File: src/rtl/salc_pkg.sv
// ----------------------------------------------------------------------------
// salc_pkg
// Shared types and constants of the set-associative LRU cache controller.
// ----------------------------------------------------------------------------
package salc_pkg;

  localparam int unsigned Ways      = 4;
  localparam int unsigned Sets      = 64;
  localparam int unsigned LineBytes = 32;

  localparam int unsigned WayW  = (Ways > 1) ? $clog2(Ways) : 1;
  localparam int unsigned SetW  = (Sets > 1) ? $clog2(Sets) : 1;
  localparam int unsigned OffW  = $clog2(LineBytes);
  localparam int unsigned SetBits = $clog2(Sets);
  localparam int unsigned TagW  = 32 - OffW - SetBits;

  localparam logic [0:0] OpRead  = 1'b0;
  localparam logic [0:0] OpWrite = 1'b1;

  localparam logic [0:0] CfgWriteAllocate = 1'b0;
  localparam logic [0:0] CfgWriteBack     = 1'b1;

  // One way's stored line state.
  typedef struct packed {
    logic            valid;
    logic            dirty;
    logic [TagW-1:0] tag;
    logic [31:0]     last_used;
  } line_t;

  typedef line_t [Ways-1:0] set_line_t;

  typedef struct packed {
    logic [0:0]  opcode;
    logic [31:0] address;
    logic [31:0] wdata;
  } req_t;

  typedef struct packed {
    logic        hit;
    logic [3:0]  way;
    logic        victim_writeback;
    logic [31:0] victim_address;
    logic        fill;
    logic        mem_write;
    logic [31:0] mem_write_address;
    logic [31:0] mem_write_data;
    logic [31:0] hit_count;
  } rsp_t;

  typedef struct packed {
    logic [0:0]  index;
    logic [31:0] data;
  } cfg_t;

endpackage

File: src/rtl/salc_policy.sv
// ----------------------------------------------------------------------------
// salc_policy
// Hit lookup, LRU victim choice and line update for one access.
// ----------------------------------------------------------------------------
module salc_policy
  import salc_pkg::*;
(
  input  req_t        req_i,
  input  set_line_t   set_i,
  input  logic        write_allocate_i,
  input  logic        write_back_i,
  input  logic [31:0] use_clock_i,
  input  logic [31:0] hits_i,
  output set_line_t   set_o,
  output logic        update_o,
  output logic [31:0] use_clock_o,
  output rsp_t        rsp_o
);

  logic [TagW-1:0] tag;
  logic [SetW-1:0] set_idx;
  logic            is_wr;
  logic            hit;
  logic [WayW-1:0] hit_way, inv_way, lru_way, way;
  logic            any_inv;
  logic [31:0]     least;
  logic [31:0]     clk_n;
  logic [31:0]     va;

  always_comb begin
    tag     = req_i.address[31 -: TagW];
    set_idx = '0;
    if (SetBits > 0) set_idx = req_i.address[OffW +: SetW];
    is_wr   = (req_i.opcode == OpWrite);
    va      = '0;

    // Tag compare, lowest way first
    hit = 1'b0; hit_way = '0;
    for (int w = Ways - 1; w >= 0; w--) begin
      if (set_i[w].valid && set_i[w].tag == tag) begin
        hit = 1'b1; hit_way = WayW'(w);
      end
    end

    // First invalid way, else least timestamp
    any_inv = 1'b0; inv_way = '0;
    for (int w = Ways - 1; w >= 0; w--) begin
      if (!set_i[w].valid) begin
        any_inv = 1'b1; inv_way = WayW'(w);
      end
    end
    least = '1; lru_way = '0;
    for (int w = 0; w < Ways; w++) begin
      if (set_i[w].last_used < least) begin
        least = set_i[w].last_used; lru_way = WayW'(w);
      end
    end

    set_o       = set_i;
    update_o    = 1'b1;
    clk_n       = use_clock_i + 32'd1;
    use_clock_o = use_clock_i;
    rsp_o       = '0;
    rsp_o.hit_count = hits_i + {31'd0, hit};
    rsp_o.hit   = hit;
    way         = hit_way;

    if (!hit) begin
      if (is_wr && !write_allocate_i) begin
        update_o        = 1'b0;
        rsp_o.mem_write = 1'b1;
        way             = '0;
      end else begin
        way = any_inv ? inv_way : lru_way;
        if (set_i[way].valid && set_i[way].dirty) begin
          va = '0;
          va[31 -: TagW] = set_i[way].tag;
          if (SetBits > 0) va[OffW +: SetW] = set_idx;
          rsp_o.victim_writeback = 1'b1;
          rsp_o.victim_address   = va;
        end
        set_o[way].tag   = tag;
        set_o[way].valid = 1'b1;
        set_o[way].dirty = 1'b0;
        rsp_o.fill       = 1'b1;
      end
    end

    if (update_o) begin
      use_clock_o = clk_n;
      set_o[way].last_used = clk_n;
      if (is_wr) begin
        if (write_back_i) set_o[way].dirty = 1'b1;
        else rsp_o.mem_write = 1'b1;
      end
    end

    rsp_o.way = 4'(way);
    if (rsp_o.mem_write) begin
      rsp_o.mem_write_address = req_i.address;
      rsp_o.mem_write_data    = req_i.wdata;
    end
  end

endmodule
File: config.mk
export PLATFORM = sky130hd
export DESIGN_NAME = salc_policy
export DESIGN_NICKNAME = d
export VERILOG_FILES = /design/src/rtl/salc_pkg.sv /design/src/rtl/salc_policy.sv
export SDC_FILE = /design/constraint.sdc
export NUM_CORES = 1
export LEC_CHECK = 0
export ABC_AREA = 1
export BUFFER_PORTS_ARGS = -buffer_cell sky130_fd_sc_hd__buf_2
export CORE_AREA = 4 4 288 290
export DETAILED_ROUTE_END_ITERATION = 10
export DIE_AREA = 0 0 292 294
export PLACE_DENSITY_LB_ADDON = 0.25
export SETUP_SLACK_MARGIN = 0.5
export SYNTH_ARGS = -nofsm -noshare
export SYNTH_HDL_FRONTEND = slang
export SYNTH_SLANG_ARGS = --single-unit
File: constraint.sdc
create_clock -name vclk -period 7.58
set_input_delay 1.137 -clock vclk [all_inputs]
set_output_delay 1.137 -clock vclk [all_outputs]
set_load 0.05 [all_outputs]
### Word level (Yosys, flattened, before mapping)

Cells that the tools add are included.

* reduce and logical (&&, ||, !) cells: 9
* $add $sub $neg: 2
* eq/ne operators: 4
* multiplexer cells: 58
* order comparisons: 8

Operators by type and width (count)
* $bwmux W220: 5
* $mux W220: 5
* $demux W55 S2: 5
* $mux W32: 5
* $bmux W55 S2: 1
* $mux W55: 2
* $mux W54: 2
* $lt A32 B32 Y1: 3
* $eq A21 B21 Y1: 4
* $mux W64: 1
* $mux W53: 1
* $mux W35: 1
* $mux W34: 1
* $mux W33: 1
* $add A32 B1 Y32: 1
* $add A32 B1 Y32 const B: 1
* $lt A32 B32 Y1 const B: 1
* $mux W2: 13
* $mux W1: 15
* $logic_and A1 B1 Y1: 8
* $lt A2 B3 Y1 const B: 2
* $ge A2 B1 Y1 const B: 2
* $logic_not A1 Y1: 1

* flip-flop bits (word level): 0
* word-level logic and storage cells: 81
* input bits: 351

### Depth between registers and ports, before layout

Gate-level depths: netlist of run 1.

* depth after elaboration: 23
* depth in mapped cells: 50
* gate-level depth less buffers: 46

### Worst setup path before layout of run 1

Ideal clock, no wire load.

* kind: input to output
* from: input port set_i[31] in the netlist's numbering
* to: output port set_o[176] in the netlist's numbering
* arrival time: 7.286 ns
* required time: 6.443 ns
* slack: -0.843 ns
* cell stages on the path: 36
* cells stage by stage: inv_1 ha_1 nand2_1 nor2_1 nand2_1 nor4_1 nand2_2 nand2_4 clkbuf_1 nand2_1 o21ai_0 ha_1 nand2_1 inv_2 nand2_1 nand3_1 nand3_1 a21oi_1 a2111oi_2 nand2_4 clkbuf_1 nand2_1 o21ai_0 ha_1 a21oi_1 nor2_1 a211oi_1 o221ai_1 a21oi_1 nand2_2 nand2_4 nand3_4 nand2_1 nand2_2 buf_2 o21ai_0

RTL lines
* from (decl): line salc_policy.sv:9 `input set_line_t set_i,`
* to (decl): line salc_policy.sv:14 `output set_line_t set_o,`

==> impl_metrics.ini, run 1 <==
[placed_design]
io_buffers = 733
finalWeightedCongestion = 0.977
placement.setup.worst_slack_ns = -0.677
placed_cells = 4103
hpwlAfterDp_microns = 82500
placedInstanceArea_sq_um = 20800

[routing]
detailedRoute.firstPassIterationCount = 5
drt_iter0_markers = 989
num_vias = 19200
totalWireLength_microns = 100000
ant_nets = 0
drt-wirelength-per-cell_microns = 23.7
drt_drc_violations_left = 0
routed_via_density = 4.54

[grt]
grt_first_pass_wirelength_microns = 132000
track_usage = 0.207
first_global_vias = 18200
initial_antenna_violation_count = 17
grt_overflow_total = 0
grt_max_degree = 50

[min_path]
min-delay-path-class = in -> out
holdPathEnd = rsp_o[31]
worst_hold_startpoint = hits_i[31]
min_path_cells = 3

[floorplan]
site_rows = 104
dieArea_sq_um = 85800
core_area_sq_um = 80300
floorplan.die.height_microns = 294
floorplan.initialDensity = 0.134
fp.dieW_microns = 292
io_pins = 740

[setup_path]
critical_path_buf_inv_count = 13
timing.setup.critical_path_class = in -> out
cp_data_required_time_ns = 6.44
cp_data_arrival_time_ns = 6.80
cpLargestDelayFamily = buffers and inverters
path_common_cell = sky130_fd_sc_hd__nand2_8
cp-start-kind = primary input
crit_fanout = 6
critPathMaxStageDelay_ns = 0.31
worst_path_max_delay_cell = sky130_fd_sc_hd__ha_1
timing.critical_path.to_type = output port

[synthesis]
yosysTopAreaCell = sky130_fd_sc_hd__nand2_1
syn-instance-count = 2163
leading_cell_types_by_total_area_after_synthesis = sky130_fd_sc_hd__nand2_1 22%, sky130_fd_sc_hd__ha_1 11%, sky130_fd_sc_hd__nor2_1 10%
yosysTopAreaCellShare = 0.224
ys_seq_area_frac = 0
synth_common_cells = 640 x sky130_fd_sc_hd__nand2_1, 288 x sky130_fd_sc_hd__nor2_1, 265 x sky130_fd_sc_hd__inv_1
post_synth.cell_area_avg_sq_um = 4.96
yosysWarnings = 0
synthesized_cell_area_sq_um = 10700
synth.lib_cells_used.distinct = 50
yosys.cell_count.top_type = sky130_fd_sc_hd__nand2_1

[timing]
final-max-slew-violation-count = 5
final.hold.worst_slack_ns = 2.63
final.period_utilization = 1.05
setup_tns_final_ns = -58.84
timing_hold_violations_final = 0
final-setup-viol-count = 247
max_freq_ghz = 0.126
worst_slew_pin_slew_ns = 1.52
final.setup.worst_slack_ns = -0.353
period_needed_ns = 7.93
grt_setup_unrepaired = true
worst_slew_margin_rel = -0.0191

[pwr]
pwr_density_nw_per_um2 = 106
ir_worst_vdd_uv = 63.5
standby_leakage_power_uw = 0.0125

[final_layout]
nFlopsAndLatches = 0
share_of_final_layout_standard_cells_stronger_than_drive_strength_1 = 0.536
fillCellCount = 8756
layout.cells.non_filler = 4223
multi_input_comb_area_sq_um = 13100
syn2layout_area_growth_pct = 137
area.sequential_sq_um = 0
layout.cell_area.non_filler_sq_um = 25500
finish.net_count = 3604
clkbuf_count = 0

[run]
max-cap-violations = 1

[clock_network]
ctsHoldBuffers = 0

[run_status]
outcome = finished with violations
violations = capacitance limit, slew limit, setup timing
## through the flow
| step | util | power [uW] |
|---|---|---|
| after CTS | 0.277 | 2360 |
| after global placement | 0.259 | 2200 |
| after floorplan | - | 1350 |
| final | 0.317 | 2710 |
| after detailed placement | 0.259 | 2200 |
| after global routing | 0.317 | 2850 |
## layout make-up
class / instances / area share
multi-input combinational: 1795 / 0.513
tap: 1060 / 0.0520
inverter: 273 / 0.0428
antenna: 6 / 0.000589
timing repair buffer: 1088 / 0.391
timing repair inverter: 1 / 0.000638
## cells by family (layout without fill, tap and decap cells)
kind of cell,count (synthesis),in the layout,share of synthesized area
xor gates and xnor gates,75,75,0.0612
buffers and inverters,378,1362,0.145
and+or+nand+nor,1291,1295,0.523
other,1,13,0.000349
adders and majority gates,94,94,0.110
AOI/OAI and AO/OA,324,324,0.160
## worst max-delay path by stage
stage                     depth (start not counted)          to       from
final                                            39  set_o[218]  set_i[23]
after global routing                             39  set_o[103]  set_i[21]
after CTS                                        42  set_o[196]  set_i[17]
after detailed placement                         37  set_o[140]  set_i[29]
after global placement                           40  set_o[196]  set_i[60]
after floorplan                                  35  set_o[110]  set_i[19]
## timing repair
action	in CTS	in global routing
setup endpoints to repair	250	259
resized for setup	287	659
buffers inserted	21	52
pin swaps	8	92
gates cloned	11	30
## layout by cell type, fill, tap and decap left out, types with 56 or more instances in the layout
cell type                 Yosys  routed
sky130_fd_sc_hd__buf_2       33     498
sky130_fd_sc_hd__nand2_1    640     488
sky130_fd_sc_hd__inv_1      265     241
sky130_fd_sc_hd__buf_4       19     241
sky130_fd_sc_hd__nor2_1     288     202
sky130_fd_sc_hd__o21ai_4      0     148
sky130_fd_sc_hd__nand2_2      7     115
sky130_fd_sc_hd__buf_12       0     113
sky130_fd_sc_hd__buf_6        3     108
sky130_fd_sc_hd__nand3_1    115     104
sky130_fd_sc_hd__nor2_4       1      77
sky130_fd_sc_hd__buf_8        0      77
sky130_fd_sc_hd__ha_1        94      64
sky130_fd_sc_hd__xor2_1      63      63
sky130_fd_sc_hd__nor3_1      75      56
## where the power goes
part	internal, uW	switching [uW]
Sequential	0	0
Clock	0.000107	0
Combinational	1030	1680
## tightest hold or removal path, delay by kind of cell
| family | cells | cell delay (ns) |
|---|---|---|
| buffers and inverters | 2 | 0.28 |
| XOR/XNOR | 1 | 0.06 |
## routing by layer
layer	track usage	routed length, microns	vias to the layer above
met3	0.0340	6680	200
met5	0	53	-
met2	0.374	49600	925
li1	-	-	9049
met1	0.248	39000	9009
met4	0.0662	4860	8
No activity file was read; power rests on OpenSTA's default activity.
==> inputs of run 2 (changes only) <==
Settings changed: BUFFER_PORTS_ARGS -buffer_cell sky130_fd_sc_hd__buf_2 to unset, CORE_AREA 4 4 288 290 to 4 4 283 285, DIE_AREA 0 0 292 294 to 0 0 287 289, DONT_BUFFER_PORTS set to 1.
==> impl_metrics.ini, run 2 (synthesis results as in run 1) <==
[placed_design]
io_buffers = 0
placedInstanceArea_sq_um = 20500
finalWeightedCongestion = 0.978
placement.setup.worst_slack_ns = -0.600
hpwlAfterDp_microns = 79000

[timing]
worst_slew_margin_rel = 0.229
max_freq_ghz = 0.128
final-max-slew-violation-count = 0
period_needed_ns = 7.78
final.setup.worst_slack_ns = -0.204
worst_slew_pin_slew_ns = 1.15
timing_hold_violations_final = 0
final.hold.worst_slack_ns = 2.46
final.period_utilization = 1.03
grt_setup_unrepaired = true
final-setup-viol-count = 215

[floorplan]
io_pins = 740
core_area_sq_um = 77300
floorplan.initialDensity = 0.139
site_rows = 102
floorplan.die.height_microns = 289
fp.dieW_microns = 287
dieArea_sq_um = 82900

[grt]
grt_first_pass_wirelength_microns = 121000
first_global_vias = 15800
grt_max_degree = 66
track_usage = 0.198
initial_antenna_violation_count = 1
grt_overflow_total = 0

[pwr]
pwr_density_nw_per_um2 = 105
standby_leakage_power_uw = 0.0105
ir_worst_vdd_uv = 47.9

[routing]
ant_nets = 0
drt_drc_violations_left = 0
drt-wirelength-per-cell_microns = 25.1
routed_via_density = 4.58
totalWireLength_microns = 91600
num_vias = 16800
drt_iter0_markers = 916
detailedRoute.firstPassIterationCount = 5

[final_layout]
syn2layout_area_growth_pct = 114
layout.cell_area.non_filler_sq_um = 23000
area.sequential_sq_um = 0
final_cell_mix = 505 x sky130_fd_sc_hd__nand2_1, 250 x sky130_fd_sc_hd__buf_12, 249 x sky130_fd_sc_hd__inv_1
most_common_library_cell_in_the_layout_ignoring_fill_and_taps = sky130_fd_sc_hd__nand2_1
nFlopsAndLatches = 0
finish.net_count = 3062
fillCellCount = 8358
share_of_final_layout_standard_cells_stronger_than_drive_strength_1 = 0.407
clkbuf_count = 0

[setup_path]
worst_path_max_delay_cell = sky130_fd_sc_hd__ha_1
critPathMaxStageDelay_ns = 0.27
cp-start-kind = primary input
cp_data_arrival_time_ns = 6.65
crit_fanout = 16
path_common_cell = sky130_fd_sc_hd__nand2_4
timing.setup.critical_path_class = in -> out
cp_data_required_time_ns = 6.44
timing.critical_path.to_type = output port

[min_path]
min-delay-path-class = in -> out

[run]
max-cap-violations = 0

[run_status]
violations = setup timing
outcome = finished with violations
==> run 2: cell count changes in the layout (fill, tap and decap cells not counted), moves of 14 or more <==
cell                       before  now
sky130_fd_sc_hd__buf_6        108   25
sky130_fd_sc_hd__nand2_1      488  505
sky130_fd_sc_hd__buf_8         77   10
sky130_fd_sc_hd__clkbuf_4      15    0
sky130_fd_sc_hd__nor2_1       202  226
sky130_fd_sc_hd__nand2_2      115   75
sky130_fd_sc_hd__buf_2        498    0
sky130_fd_sc_hd__buf_12       113  250
sky130_fd_sc_hd__o21ai_1       23   47
sky130_fd_sc_hd__nor2_4        77   63
sky130_fd_sc_hd__nand2_4       40   63
==> run 2: final timing paths <==
check	from	cells after the start	end
worst min-delay path	set_i[58]	2	set_o[58]
worst max-delay path	set_i[26]	39	set_o[96]
==> run 2: critical path: cells and delay by family <==
family	cells	cell delay (ns)
AO/OA/AOI/OAI	10	1.55
adder cells (fa/ha/maj)	3	0.79
buffers and inverters	10	1.43
AND/OR/NAND/NOR	16	1.72
==> run 2: what timing repair did <==
item	4_1_cts	5_1_grt
buffers inserted	6	36
pin swaps	36	49
resized for setup	100	273
setup endpoints to repair	250	254
cloned	1	24
hold buffers	0	0
==> run 2: power by group <==
part / internal, uW / leakage, uW / switching [uW]
Combinational: 974 / 0.0105 / 1450
Clock: 0.0000354 / 0.0000000127 / 0
Sequential: 0 / 0 / 0
Total: 974 / 0.0105 / 1450
==> run 2: final cells by class <==
cell class / instances / area, sq um / area share
well taps: 1040 / 1300 / 0.0566
repair inverters: 1 / 16.3 / 0.000708
inverters: 273 / 1080 / 0.0470
diodes: 2 / 5.00 / 0.000218
repair buffers: 548 / 7820 / 0.341
multi-input cells: 1793 / 12700 / 0.555
==> run 2: stage by stage <==
stage / utilization / power (uW) / TNS [ns] / cells
floorplan: - / 1350 / 0 / 2169
global placement: 0.265 / 2180 / -100.69 / 3588
finish: 0.297 / 2420 / -17.11 / 3657
global route: 0.297 / 2560 / -100.13 / 3655
detailed placement: 0.265 / 2180 / -101.27 / 3588
CTS: 0.271 / 2230 / -27.09 / 3595
==> run 2: routing by layer <==
| layer | routed length, microns | global-route usage | up-vias |
|---|---|---|---|
| li1 | - | - | 7954 |
| met1 | 33300 | 0.221 | 7781 |
| met2 | 45400 | 0.361 | 835 |
| met3 | 8250 | 0.0542 | 185 |
| met4 | 4660 | 0.0688 | 0 |
| met5 | 0 | 0 | - |
